[config.mk]
export PLATFORM = sky130hd
export DESIGN_NAME = ctet_ram
export DESIGN_NICKNAME = d
export VERILOG_FILES = /design/src/rtl/core/ctet_ram.sv
export SDC_FILE = /design/constraint.sdc
export NUM_CORES = 1
export LEC_CHECK = 0
export BUFFER_PORTS_ARGS = -buffer_cell sky130_fd_sc_hd__clkbuf_2
export CORE_ASPECT_RATIO = 0.75
export CORE_MARGIN = 1.5
export CORE_UTILIZATION = 27
export CTS_BUF_LIST = sky130_fd_sc_hd__clkbuf_16
export DETAILED_ROUTE_END_ITERATION = 8
export PLACE_DENSITY = 0.51
export SYNTH_ARGS = -nofsm -noshare
export SYNTH_HDL_FRONTEND = slang
export SYNTH_SLANG_ARGS = --single-unit
[constraint.sdc]
create_clock -name clk_i -period 2.7 [get_ports clk_i]
set_input_delay 0.81 -clock clk_i [delete_from_list [all_inputs] [get_ports clk_i]]
set_output_delay 0.81 -clock clk_i [all_outputs]
set_load 0.01 [all_outputs]
[src/rtl/core/ctet_ram.sv]
// ----------------------------------------------------------------------------
// ctet_ram
// Generic single-write, single-read RAM with a registered read port.
// ----------------------------------------------------------------------------
module ctet_ram #(
  parameter int Width = 8,
  parameter int Depth = 16
) (
  input  logic                                   clk_i,
  input  logic                                   we_i,
  input  logic [(Depth > 1 ? $clog2(Depth) : 1)-1:0] waddr_i,
  input  logic [Width-1:0]                       wdata_i,
  input  logic [(Depth > 1 ? $clog2(Depth) : 1)-1:0] raddr_i,
  output logic [Width-1:0]                       rdata_o
);

  logic [Width-1:0] mem_q [Depth];
  logic [Width-1:0] rdata_q;

  always_ff @(posedge clk_i) begin
    if (we_i) begin
      mem_q[waddr_i] <= wdata_i;
    end
    rdata_q <= mem_q[raddr_i];
  end

  assign rdata_o = rdata_q;

endmodule

# == After elaboration in Yosys (flattened, before gate mapping) ==
# Memory sizes are Yosys's and may differ from the RTL's. A register that Yosys moved wholly into a read port is not among the register bits.
# Index checks and enable logic that the tools add are counted.
# classes
muxes,2
# ops
cell,count
two-way mux 1 bit,2
# totals
ff_bits,0
ramBits,128
output_inout_bits,8
n_memories,1
# memory_table
memory,words,width,rd,rd_clocked_by_memory_dff,write_ports,line_no,source
mem_q,16,8,1,1,1,17,logic [Width-1:0] mem_q [Depth];

# == Depth between registers and ports, before layout ==
# Gate-level depths: netlist (run 1).
# depth
ltp_word,2
ltp_mapped,5
depth_no_buf,3

# == Worst setup path after synthesis (run 1) ==
# OpenSTA, ideal clock, no wires.
# synth_path
path_kind,input to register
from,input waddr_i[2] in the netlist's numbering
to,"memory mem_q[0][0], enable pin"
setup_time_ns,0.383
arrival_time_ns,1.920
t_required_ns,2.317
path_slack_ns,0.397
stages,2
cell_sequence,or3b_2 nor3_1
# synth_lines
element,line_no,source
"start, declared",11,"input logic [(Depth > 1 ? $clog2(Depth) : 1)-1:0] waddr_i,"
"end, declared",17,
# Straight into the memory's write port.

==> flow_metrics.tcl, run 1 <==
set metrics [dict create \
    wl_met3_um 479 \
    multi_input_area_um2 1057 \
    numCtsBuffers 17 \
    grt_pass1_vias 2614 \
    cp.required_ns 2.99 \
    setup_tns_ns 0 \
    skew_ns 0.01010 \
    rows 43 \
    postCtsResizedCells 0 \
    grt_setup_unrepaired "false" \
    dpl.hpwl_um 7079 \
    drive_gt1_frac 0.3131 \
    drc 0 \
    first_pass_iters 4 \
    mappedNetlistNets 247 \
    pre_cts_ws_ns 0.2855 \
    tightest_slew_ns 0.4632 \
    htree_levels 4 \
    max_cap_violations 0 \
    wl_um 10890 \
    synthCells 229 \
    cts_setup_buffers 0 \
    clk_latency_ns 0.41 \
    slowest_delay_ns 0.56 \
    crit_slowest_cell "mux4_1" \
    grtUsageTotal 0.1177 \
    syn2layout_area_growth_pct 22.85 \
    grt_first_pass_wirelength_um 16360 \
    top_layer_used "met4" \
    clock-sinks 136 \
    met1_length_um 5154 \
    die-area_um2 19910 \
    coreArea_um2 18560 \
    n_fill_cell 1735 \
    clock_path_buffers 2 \
    viasPerCell 4.504 \
    seqCellArea_um2 4004 \
    start_util 0.2773 \
    wl_per_cell_um 20.02 \
    final_common_cell "edfxtp_1" \
    final_util 0.3407 \
    p_leak_nw 2.125 \
    post_synth.cell_area_avg_um2 22.48 \
    root_buffer "clkbuf_16" \
    fin_crit_sh 0.7088 \
    whs_ns 0.6725 \
    mostFrequentLayoutCells "edfxtp_1, clkbuf_2, mux4_2, buf_4, clkbuf_16" \
    hold_buffers 0 \
    synth_area_um2 5147 \
    maxSlewViolCount 0 \
    hold_violations 0 \
    setup_ws_ns 0.7861 \
    diodes 0 \
    clk_pin_slew_worst_paths_ns 0.06 \
    cp_max_fo 16 \
    grt_max_degree 33 \
    period_minus_slack_ns 1.914 \
    power_density_nw_per_um2 799.7 \
    timing.rr.end "rdata_o[5]" \
    hold_class "reg2reg" \
    r2r_start "mem_q[2][5]" \
    fmax_mhz 522.5 \
    gp_congestion 0.7393 \
    crit_type "in2reg" \
    critPathCapture "rdata_o[3]" \
    grt_antenna_before_repair 0 \
    rr_worst_depth 3 \
    yosys_warnings 0 \
    vias 2450 \
    die_h_um 122.6 \
    ir_drop_mv 0.4675 \
    drt-initial-drc-count 212 \
    startpoint_type "input port" \
    wl_met2_um 5210 \
    antenna_left 0 \
    slew_headroom 0.6912 \
    io_buffers 25 \
    synth_cell_types 19 \
    synth_seq_cells 136 \
    setup.worst_path.end_class "flip-flop" \
    arrival_ns 2.21 \
    r2r_setup_slack_ns 1.34 \
    nets 302 \
    die_x_um 162.4 \
    boundaryPins 26 \
    worstPathCellList "clkbuf_2 -> buf_12 -> mux4_1 -> a22oi_1 -> nand2_1" \
    grt_overflow 0 \
    status "complete, no violations" \
    cts_tree "done" \
    crit_start "raddr_i[0]" \
    setup_viol 0 \
    yosysSeqAreaShare 0.7778 \
]
critical path: cells and delay by family:
| kind | cells | cell delay [ns] |
|---|---|---|
| mux | 1 | 0.56 |
| buf+inv | 2 | 0.47 |
| compound gates | 1 | 0.27 |
| simple gates | 1 | 0.09 |
kinds of logic after synthesis:
kind of cell | after synthesis | share of synthesized area
AO/OA/AOI/OAI | 16 | 0.02334
buffers and inverters | 10 | 0.01677
flip-flops | 136 | 0.7778
multiplexers | 32 | 0.1502
AND/OR/NAND/NOR | 35 | 0.03184
routing by layer:
metal,up-vias,global-route usage
met4,0,0.04702
met5,-,0
met1,1306,0.1632
li1,1081,-
met2,59,0.1792
met3,4,0.02805
how the worst min path moves through the flow:
stage / start / end / slack, ns / cells after the start
floorplan: mem_q[7][0] / rdata_o[0] / 0.63 / 3
global placement: mem_q[15][2] / rdata_o[2] / 0.66 / 3
detailed placement: mem_q[14][2] / rdata_o[2] / 0.66 / 3
CTS: mem_q[14][2] / rdata_o[2] / 0.68 / 3
global route: mem_q[15][2] / rdata_o[2] / 0.71 / 3
finish: mem_q[15][2] / rdata_o[2] / 0.67 / 3
synthesized netlist by cell type (all sizes together):
cell type      number  area share
or3b                1      0.0017
nand2b              2      0.0024
mux4               32        0.15
edfxtp            128        0.75
nor2               13      0.0095
a22oi              16       0.023
clkdlybuf4s25       3      0.0058
buf                 7       0.011
nand2               9      0.0066
and2b               1      0.0015
nand3b              2      0.0029
nor2b               1      0.0012
and2                1      0.0012
dfxtp               8       0.031
nor3                4      0.0039
nand3               1     0.00097
through the flow:
stage | total power, mW | cell area, um^2 | std cells
2_1_floorplan | 2.541 | 5147 | 229
3_3_place_gp | 2.650 | 5690 | 512
3_5_place_dp | 2.653 | 5690 | 512
4_1_cts | 5.104 | 6324 | 544
5_1_grt | 5.219 | 6324 | 544
6_report | 5.057 | 6324 | 544
where the power goes:
part / leakage (nW) / internal, mW / switching, mW / total [mW]
Sequential: 1.22 / 2.36 / 0.0157 / 2.38
Combinational: 0.599 / 0.0982 / 0.128 / 0.226
Clock: 0.303 / 1.62 / 0.830 / 2.45
Total: 2.13 / 4.08 / 0.974 / 5.06
layout make-up:
class / instances / area share
Tap cell: 247 / 0.04887
Clock buffer: 17 / 0.06727
Multi-Input combinational cell: 83 / 0.1672
Timing Repair Buffer: 46 / 0.05065
Sequential cell: 136 / 0.6332
Clock inverter: 15 / 0.03285
sequential cells by signal (all words and copies together), names as in the netlist:
name,flops
rdata_o,8
mem_q,128
No activity file was read; power rests on OpenSTA's default activity.
==> inputs of run 2 (changes only) <==
--- a/config.mk
+++ b/config.mk
@@ -11,7 +11,7 @@
 export CORE_UTILIZATION = 27
 export CTS_BUF_LIST = sky130_fd_sc_hd__clkbuf_16
 export DETAILED_ROUTE_END_ITERATION = 8
-export PLACE_DENSITY = 0.51
+export PLACE_DENSITY = 0.52
 export SYNTH_ARGS = -nofsm -noshare
 export SYNTH_HDL_FRONTEND = slang
 export SYNTH_SLANG_ARGS = --single-unit
==> constraint.sdc (replaced) <==
create_clock -name clk_i -period 1.58 [get_ports clk_i]
set_input_delay 0.474 -clock clk_i [delete_from_list [all_inputs] [get_ports clk_i]]
set_output_delay 0.474 -clock clk_i [all_outputs]
set_load 0.01 [all_outputs]
==> run 2 against run 1 <==
  * Hold slack got worse by 0.16 ns
  * Die area is the same
  * Critical path depth increased by 1
  * Non-clock buffer count rose by 36
  * Largest cell class unchanged
  * Final area increased by 5.6%
  * First-iteration DRC count increased by 41%
==> flow_metrics.tcl, run 2 (synthesized netlist as in run 1, its figures left out) <==
set metrics [dict create \
    clock-sinks 136 \
    stdcell_area_um2 6678 \
    die-area_um2 19910 \
    skew_ns 0.01633 \
    hold_class "in2reg" \
    die_h_um 122.6 \
    p_leak_nw 2.327 \
    start_util 0.2773 \
    worstPathCellList "clkbuf_2 -> buf_12 -> buf_4 -> mux4_1 -> a22oi_2 -> nand2_1" \
    status "complete, no violations" \
    power_density_nw_per_um2 1333 \
    setup_viol 0 \
    coreArea_um2 18560 \
    drc 0 \
    ir_drop_mv 0.7273 \
    syn2layout_area_growth_pct 29.73 \
    cts_tree "done" \
    fmax_mhz 654.2 \
    power_switching_share 0.1918 \
    fin_crit_sh 0.9674 \
    period_minus_slack_ns 1.529 \
    met1_length_um 5400 \
    gp_congestion 0.7676 \
    top_layer_used "met4" \
    crit_slowest_cell "mux4_1" \
    nets 338 \
    numCtsBuffers 17 \
    vias 2611 \
    seq_power_share 0.457 \
    power_frac_comb 0.054 \
    wl_met3_um 720 \
    fin_total_pwr_mw 8.904 \
    drt-initial-drc-count 298 \
    placed_area_um2 5964 \
    clk_latency_ns 0.41 \
    largest-register "mem_q" \
    root_buffer "clkbuf_16" \
    grt_pass1_vias 2661 \
    clockPowerShare 0.490 \
    arrival_ns 1.82 \
    wl_met2_um 5249 \
    maxSlewViolCount 0 \
    startpoint_type "input port" \
    whs_ns 0.5113 \
    setup.worst_path.end_class "flip-flop" \
    drive_gt1_frac 0.4144 \
    io_buffers 25 \
    antenna_left 0 \
    cp.required_ns 1.87 \
    tightest_slew_ns 0.8238 \
    slew_headroom 0.4497 \
    intPower_mw 7.196 \
    setup_tns_ns 0 \
    dp_cells 542 \
    boundaryPins 26 \
    die_x_um 162.4 \
    diodes 0 \
    largest_reg_flops 128 \
    grt_first_pass_wirelength_um 17280 \
    hold_buffers 0 \
    dpl.hpwl_um 7660 \
    grt_overflow 0 \
    final_common_cell "edfxtp_1" \
    wl_per_cell_um 19.75 \
    grt_antenna_before_repair 0 \
    cp_max_fo 11 \
    p_switching_mw 1.708 \
    crit_type "in2reg" \
    clock_path_buffers 2 \
    wl_um 11460 \
    grtUsageTotal 0.1241 \
    max_cap_violations 0 \
    grt_setup_unrepaired "false" \
    grt_max_degree 17 \
    first_pass_iters 5 \
    viasPerCell 4.502 \
    final_cells 580 \
    hold_violations 0 \
    rows 43 \
    slowest_delay_ns 0.55 \
    mostFrequentLayoutCells "edfxtp_1, buf_4, clkbuf_2" \
    htree_levels 4 \
    clk_pin_slew_worst_paths_ns 0.06 \
]
-- run 2: changes by cell type in the layout (fill, tap and decap cells not counted), moves of 2 or more --
cell and change:
a22oi_2 +2, buf_4 +35, nor2_1 -3, nor2_2 +3
nor3_1 -4, nor3_2 +3, a22oi_1 -2
-- run 2: through the flow --
| stage | util | setup WS [ns] |
|---|---|---|
| finish | 0.3598 | 0.05147 |
| CTS | 0.3571 | 0.01558 |
| detailed placement | 0.3213 | -0.4320 |
| global placement | 0.3213 | -0.4472 |
| floorplan | - | -0.03047 |
| global route | 0.3598 | 0.008821 |
-- run 2: power by group through the flow --
stage | logic [mW] | registers (mW) | clock network, mW
after global placement | 0.460 | 4.14 | 0
after floorplan | 0.211 | 4.14 | 0
after detailed placement | 0.466 | 4.14 | 0
after CTS | 0.470 | 4.07 | 4.43
final | 0.478 | 4.07 | 4.36
after global routing | 0.517 | 4.07 | 4.59
-- run 2: area by class of cell --
type	count	area [um^2]
Sequential cell	136	4004
Tap cell	247	309.0
Multi-Input combinational cell	83	1104
Fill cell	1712	11880
Clock buffer	17	425.4
Timing Repair Buffer	82	603.1
Clock inverter	15	232.7
-- run 2: worst max-delay path, delay by kind of cell --
family	cells	cell delay [ns]
buf+inv	3	0.44
simple gates	1	0.07
compound gates	1	0.28
mux	1	0.55
-- run 2: routing by layer --
metal,vias up,global-route usage
li1,1158,-
met1,1346,0.1753
met2,91,0.1912
met3,16,0.03616
met4,0,0.02408
met5,-,0
-- run 2: worst paths after layout --
path               start     endpoint  slack [ns]  cells past startpoint
max           raddr_i[0]   rdata_o[5]        0.05                      6
min           wdata_i[7]  mem_q[3][7]        0.51                      1
max reg2reg  mem_q[2][7]   rdata_o[7]        0.18                      3
min reg2reg  mem_q[4][2]   rdata_o[2]        0.69                      3
-- run 2: timing repair --
action	in CTS	in global routing
pin swaps	0	1
hold endpoints to repair	0	0
resized for setup	1	1
gates cloned	0	0
setup endpoints to repair	1	2
setup buffers	0	6
==> inputs of run 3 (changes only) <==
--- a/config.mk
+++ b/config.mk
@@ -8,10 +8,11 @@
 export BUFFER_PORTS_ARGS = -buffer_cell sky130_fd_sc_hd__clkbuf_2
 export CORE_ASPECT_RATIO = 0.75
 export CORE_MARGIN = 1.5
-export CORE_UTILIZATION = 27
+export CORE_UTILIZATION = 54
 export CTS_BUF_LIST = sky130_fd_sc_hd__clkbuf_16
 export DETAILED_ROUTE_END_ITERATION = 8
-export PLACE_DENSITY = 0.52
+export PLACE_DENSITY = 0.72
 export SYNTH_ARGS = -nofsm -noshare
 export SYNTH_HDL_FRONTEND = slang
 export SYNTH_SLANG_ARGS = --single-unit
+export TNS_END_PERCENT = 10
==> run 3 against run 2 <==
  * Sequential power about the same
  * Sequential share of layout area up 4.9 points
  * Cell count down 25%
  * Die area down 49%
  * Flip-flop and latch count unchanged
  * Clock power down 26%
  * Largest cell class unchanged
  * Register-to-register slack better by 0.04 ns
  * Combinational power down 14%
  * Via count down 3.8%
==> flow_metrics.tcl, run 3 (synthesized netlist as in run 1, its figures left out) <==
set metrics [dict create \
    clock_path_buffers 2 \
    cp.required_ns 1.87 \
    whs_ns 0.4980 \
    die_x_um 115.7 \
    dp_cells 402 \
    startpoint_type "input port" \
    setup.worst_path.end_class "flip-flop" \
    maxSlewViolCount 0 \
    grt_max_degree 18 \
    htree_levels 4 \
    grt_setup_unrepaired "false" \
    drive_gt1_frac 0.3268 \
    drt-initial-drc-count 293 \
    ir_drop_mv 0.9756 \
    final_util 0.6739 \
    clk_latency_ns 0.41 \
    die_h_um 87.56 \
    hold_class "in2reg" \
    clock-sinks 136 \
    status "complete, no violations" \
    root_buffer "clkbuf_16" \
    gp_congestion 0.7893 \
    setup_viol 0 \
    wl_per_cell_um 23.24 \
    period_minus_slack_ns 1.485 \
    boundaryPins 26 \
    cts_setup_buffers 0 \
    cts_tree "done" \
    postCtsResizedCells 0 \
    crit_type "in2reg" \
    start_util 0.5620 \
    first_pass_iters 4 \
    grt_overflow 0 \
    grt_pass1_vias 2553 \
    arrival_ns 1.77 \
    syn2layout_area_growth_pct 19.91 \
    grt_antenna_before_repair 0 \
    viasPerCell 5.790 \
    fin_total_pwr_mw 7.704 \
    wl_um 10090 \
    power_density_nw_per_um2 1248 \
    rows 30 \
    final_cells 434 \
    max_cap_violations 0 \
    antenna_left 0 \
    cp_max_fo 17 \
    grt_first_pass_wirelength_um 15240 \
    skew_ns 0.01374 \
    tightest_slew_ns 0.8441 \
    drc 0 \
    nets 311 \
    vias 2513 \
    io_buffers 25 \
    p_leak_nw 2.156 \
    largest-register "mem_q" \
    grtUsageTotal 0.2251 \
    hold_buffers 0 \
    coreArea_um2 9159 \
    fin_crit_sh 0.9402 \
    largest_reg_flops 128 \
    diodes 0 \
    numCtsBuffers 17 \
    slew_headroom 0.4361 \
    final_common_cell "edfxtp_1" \
    fmax_mhz 673.2 \
    die-area_um2 10130 \
    dpl.hpwl_um 6592 \
    mostFrequentLayoutCells "edfxtp_1, clkbuf_2, buf_4" \
    clk_pin_slew_worst_paths_ns 0.06 \
    n_fill_cell 621 \
    hold_violations 0 \
]
==> run 3: worst paths after layout <==
check / startpoint / end / slack [ns] / depth (start not counted)
max reg2reg: mem_q[9][1] / rdata_o[1] / 0.22 / 3
min reg2reg: mem_q[7][1] / rdata_o[1] / 0.67 / 3
min: wdata_i[5] / mem_q[4][5] / 0.50 / 1
max: raddr_i[0] / rdata_o[1] / 0.09 / 5
==> run 3: cell type report <==
type,count,area (um^2),area share
flip-flops and latches,136,4004,0.6487
multi-input cells,83,1084,0.1756
repair buffers,55,437.9,0.07095
clock buffers,17,425.4,0.06892
well taps,128,160.2,0.02595
clock inverters,15,61.31,0.009933
==> run 3: where the power goes <==
| part | switching (mW) | internal, mW |
|---|---|---|
| Combinational | 0.224 | 0.187 |
| Sequential | 0.0278 | 4.04 |
| Clock | 1.31 | 1.92 |
==> run 3: stage by stage <==
stage / TNS [ns] / setup WS [ns] / area (um^2)
after CTS: 0 / 0.09555 / 6172
after global placement: -3.077 / -0.3222 / 5685
after global routing: 0 / 0.06452 / 6172
after floorplan: -0.9745 / -0.08558 / 5174
final: 0 / 0.09453 / 6172
after detailed placement: -3.796 / -0.3143 / 5685
==> run 3: critical path, stage by stage <==
cell      delay (ns)
clkbuf_2        0.16
buf_12          0.19
mux4_1          0.59
a22oi_1         0.27
nand2_1         0.08
==> run 3: layer usage <==
metal,track usage,wire (um),up-vias
met4,0.05432,32,0
met3,0.07059,964,6
li1,-,-,1104
met5,0,0,-
met1,0.3310,4337,1295
met2,0.3389,4753,108
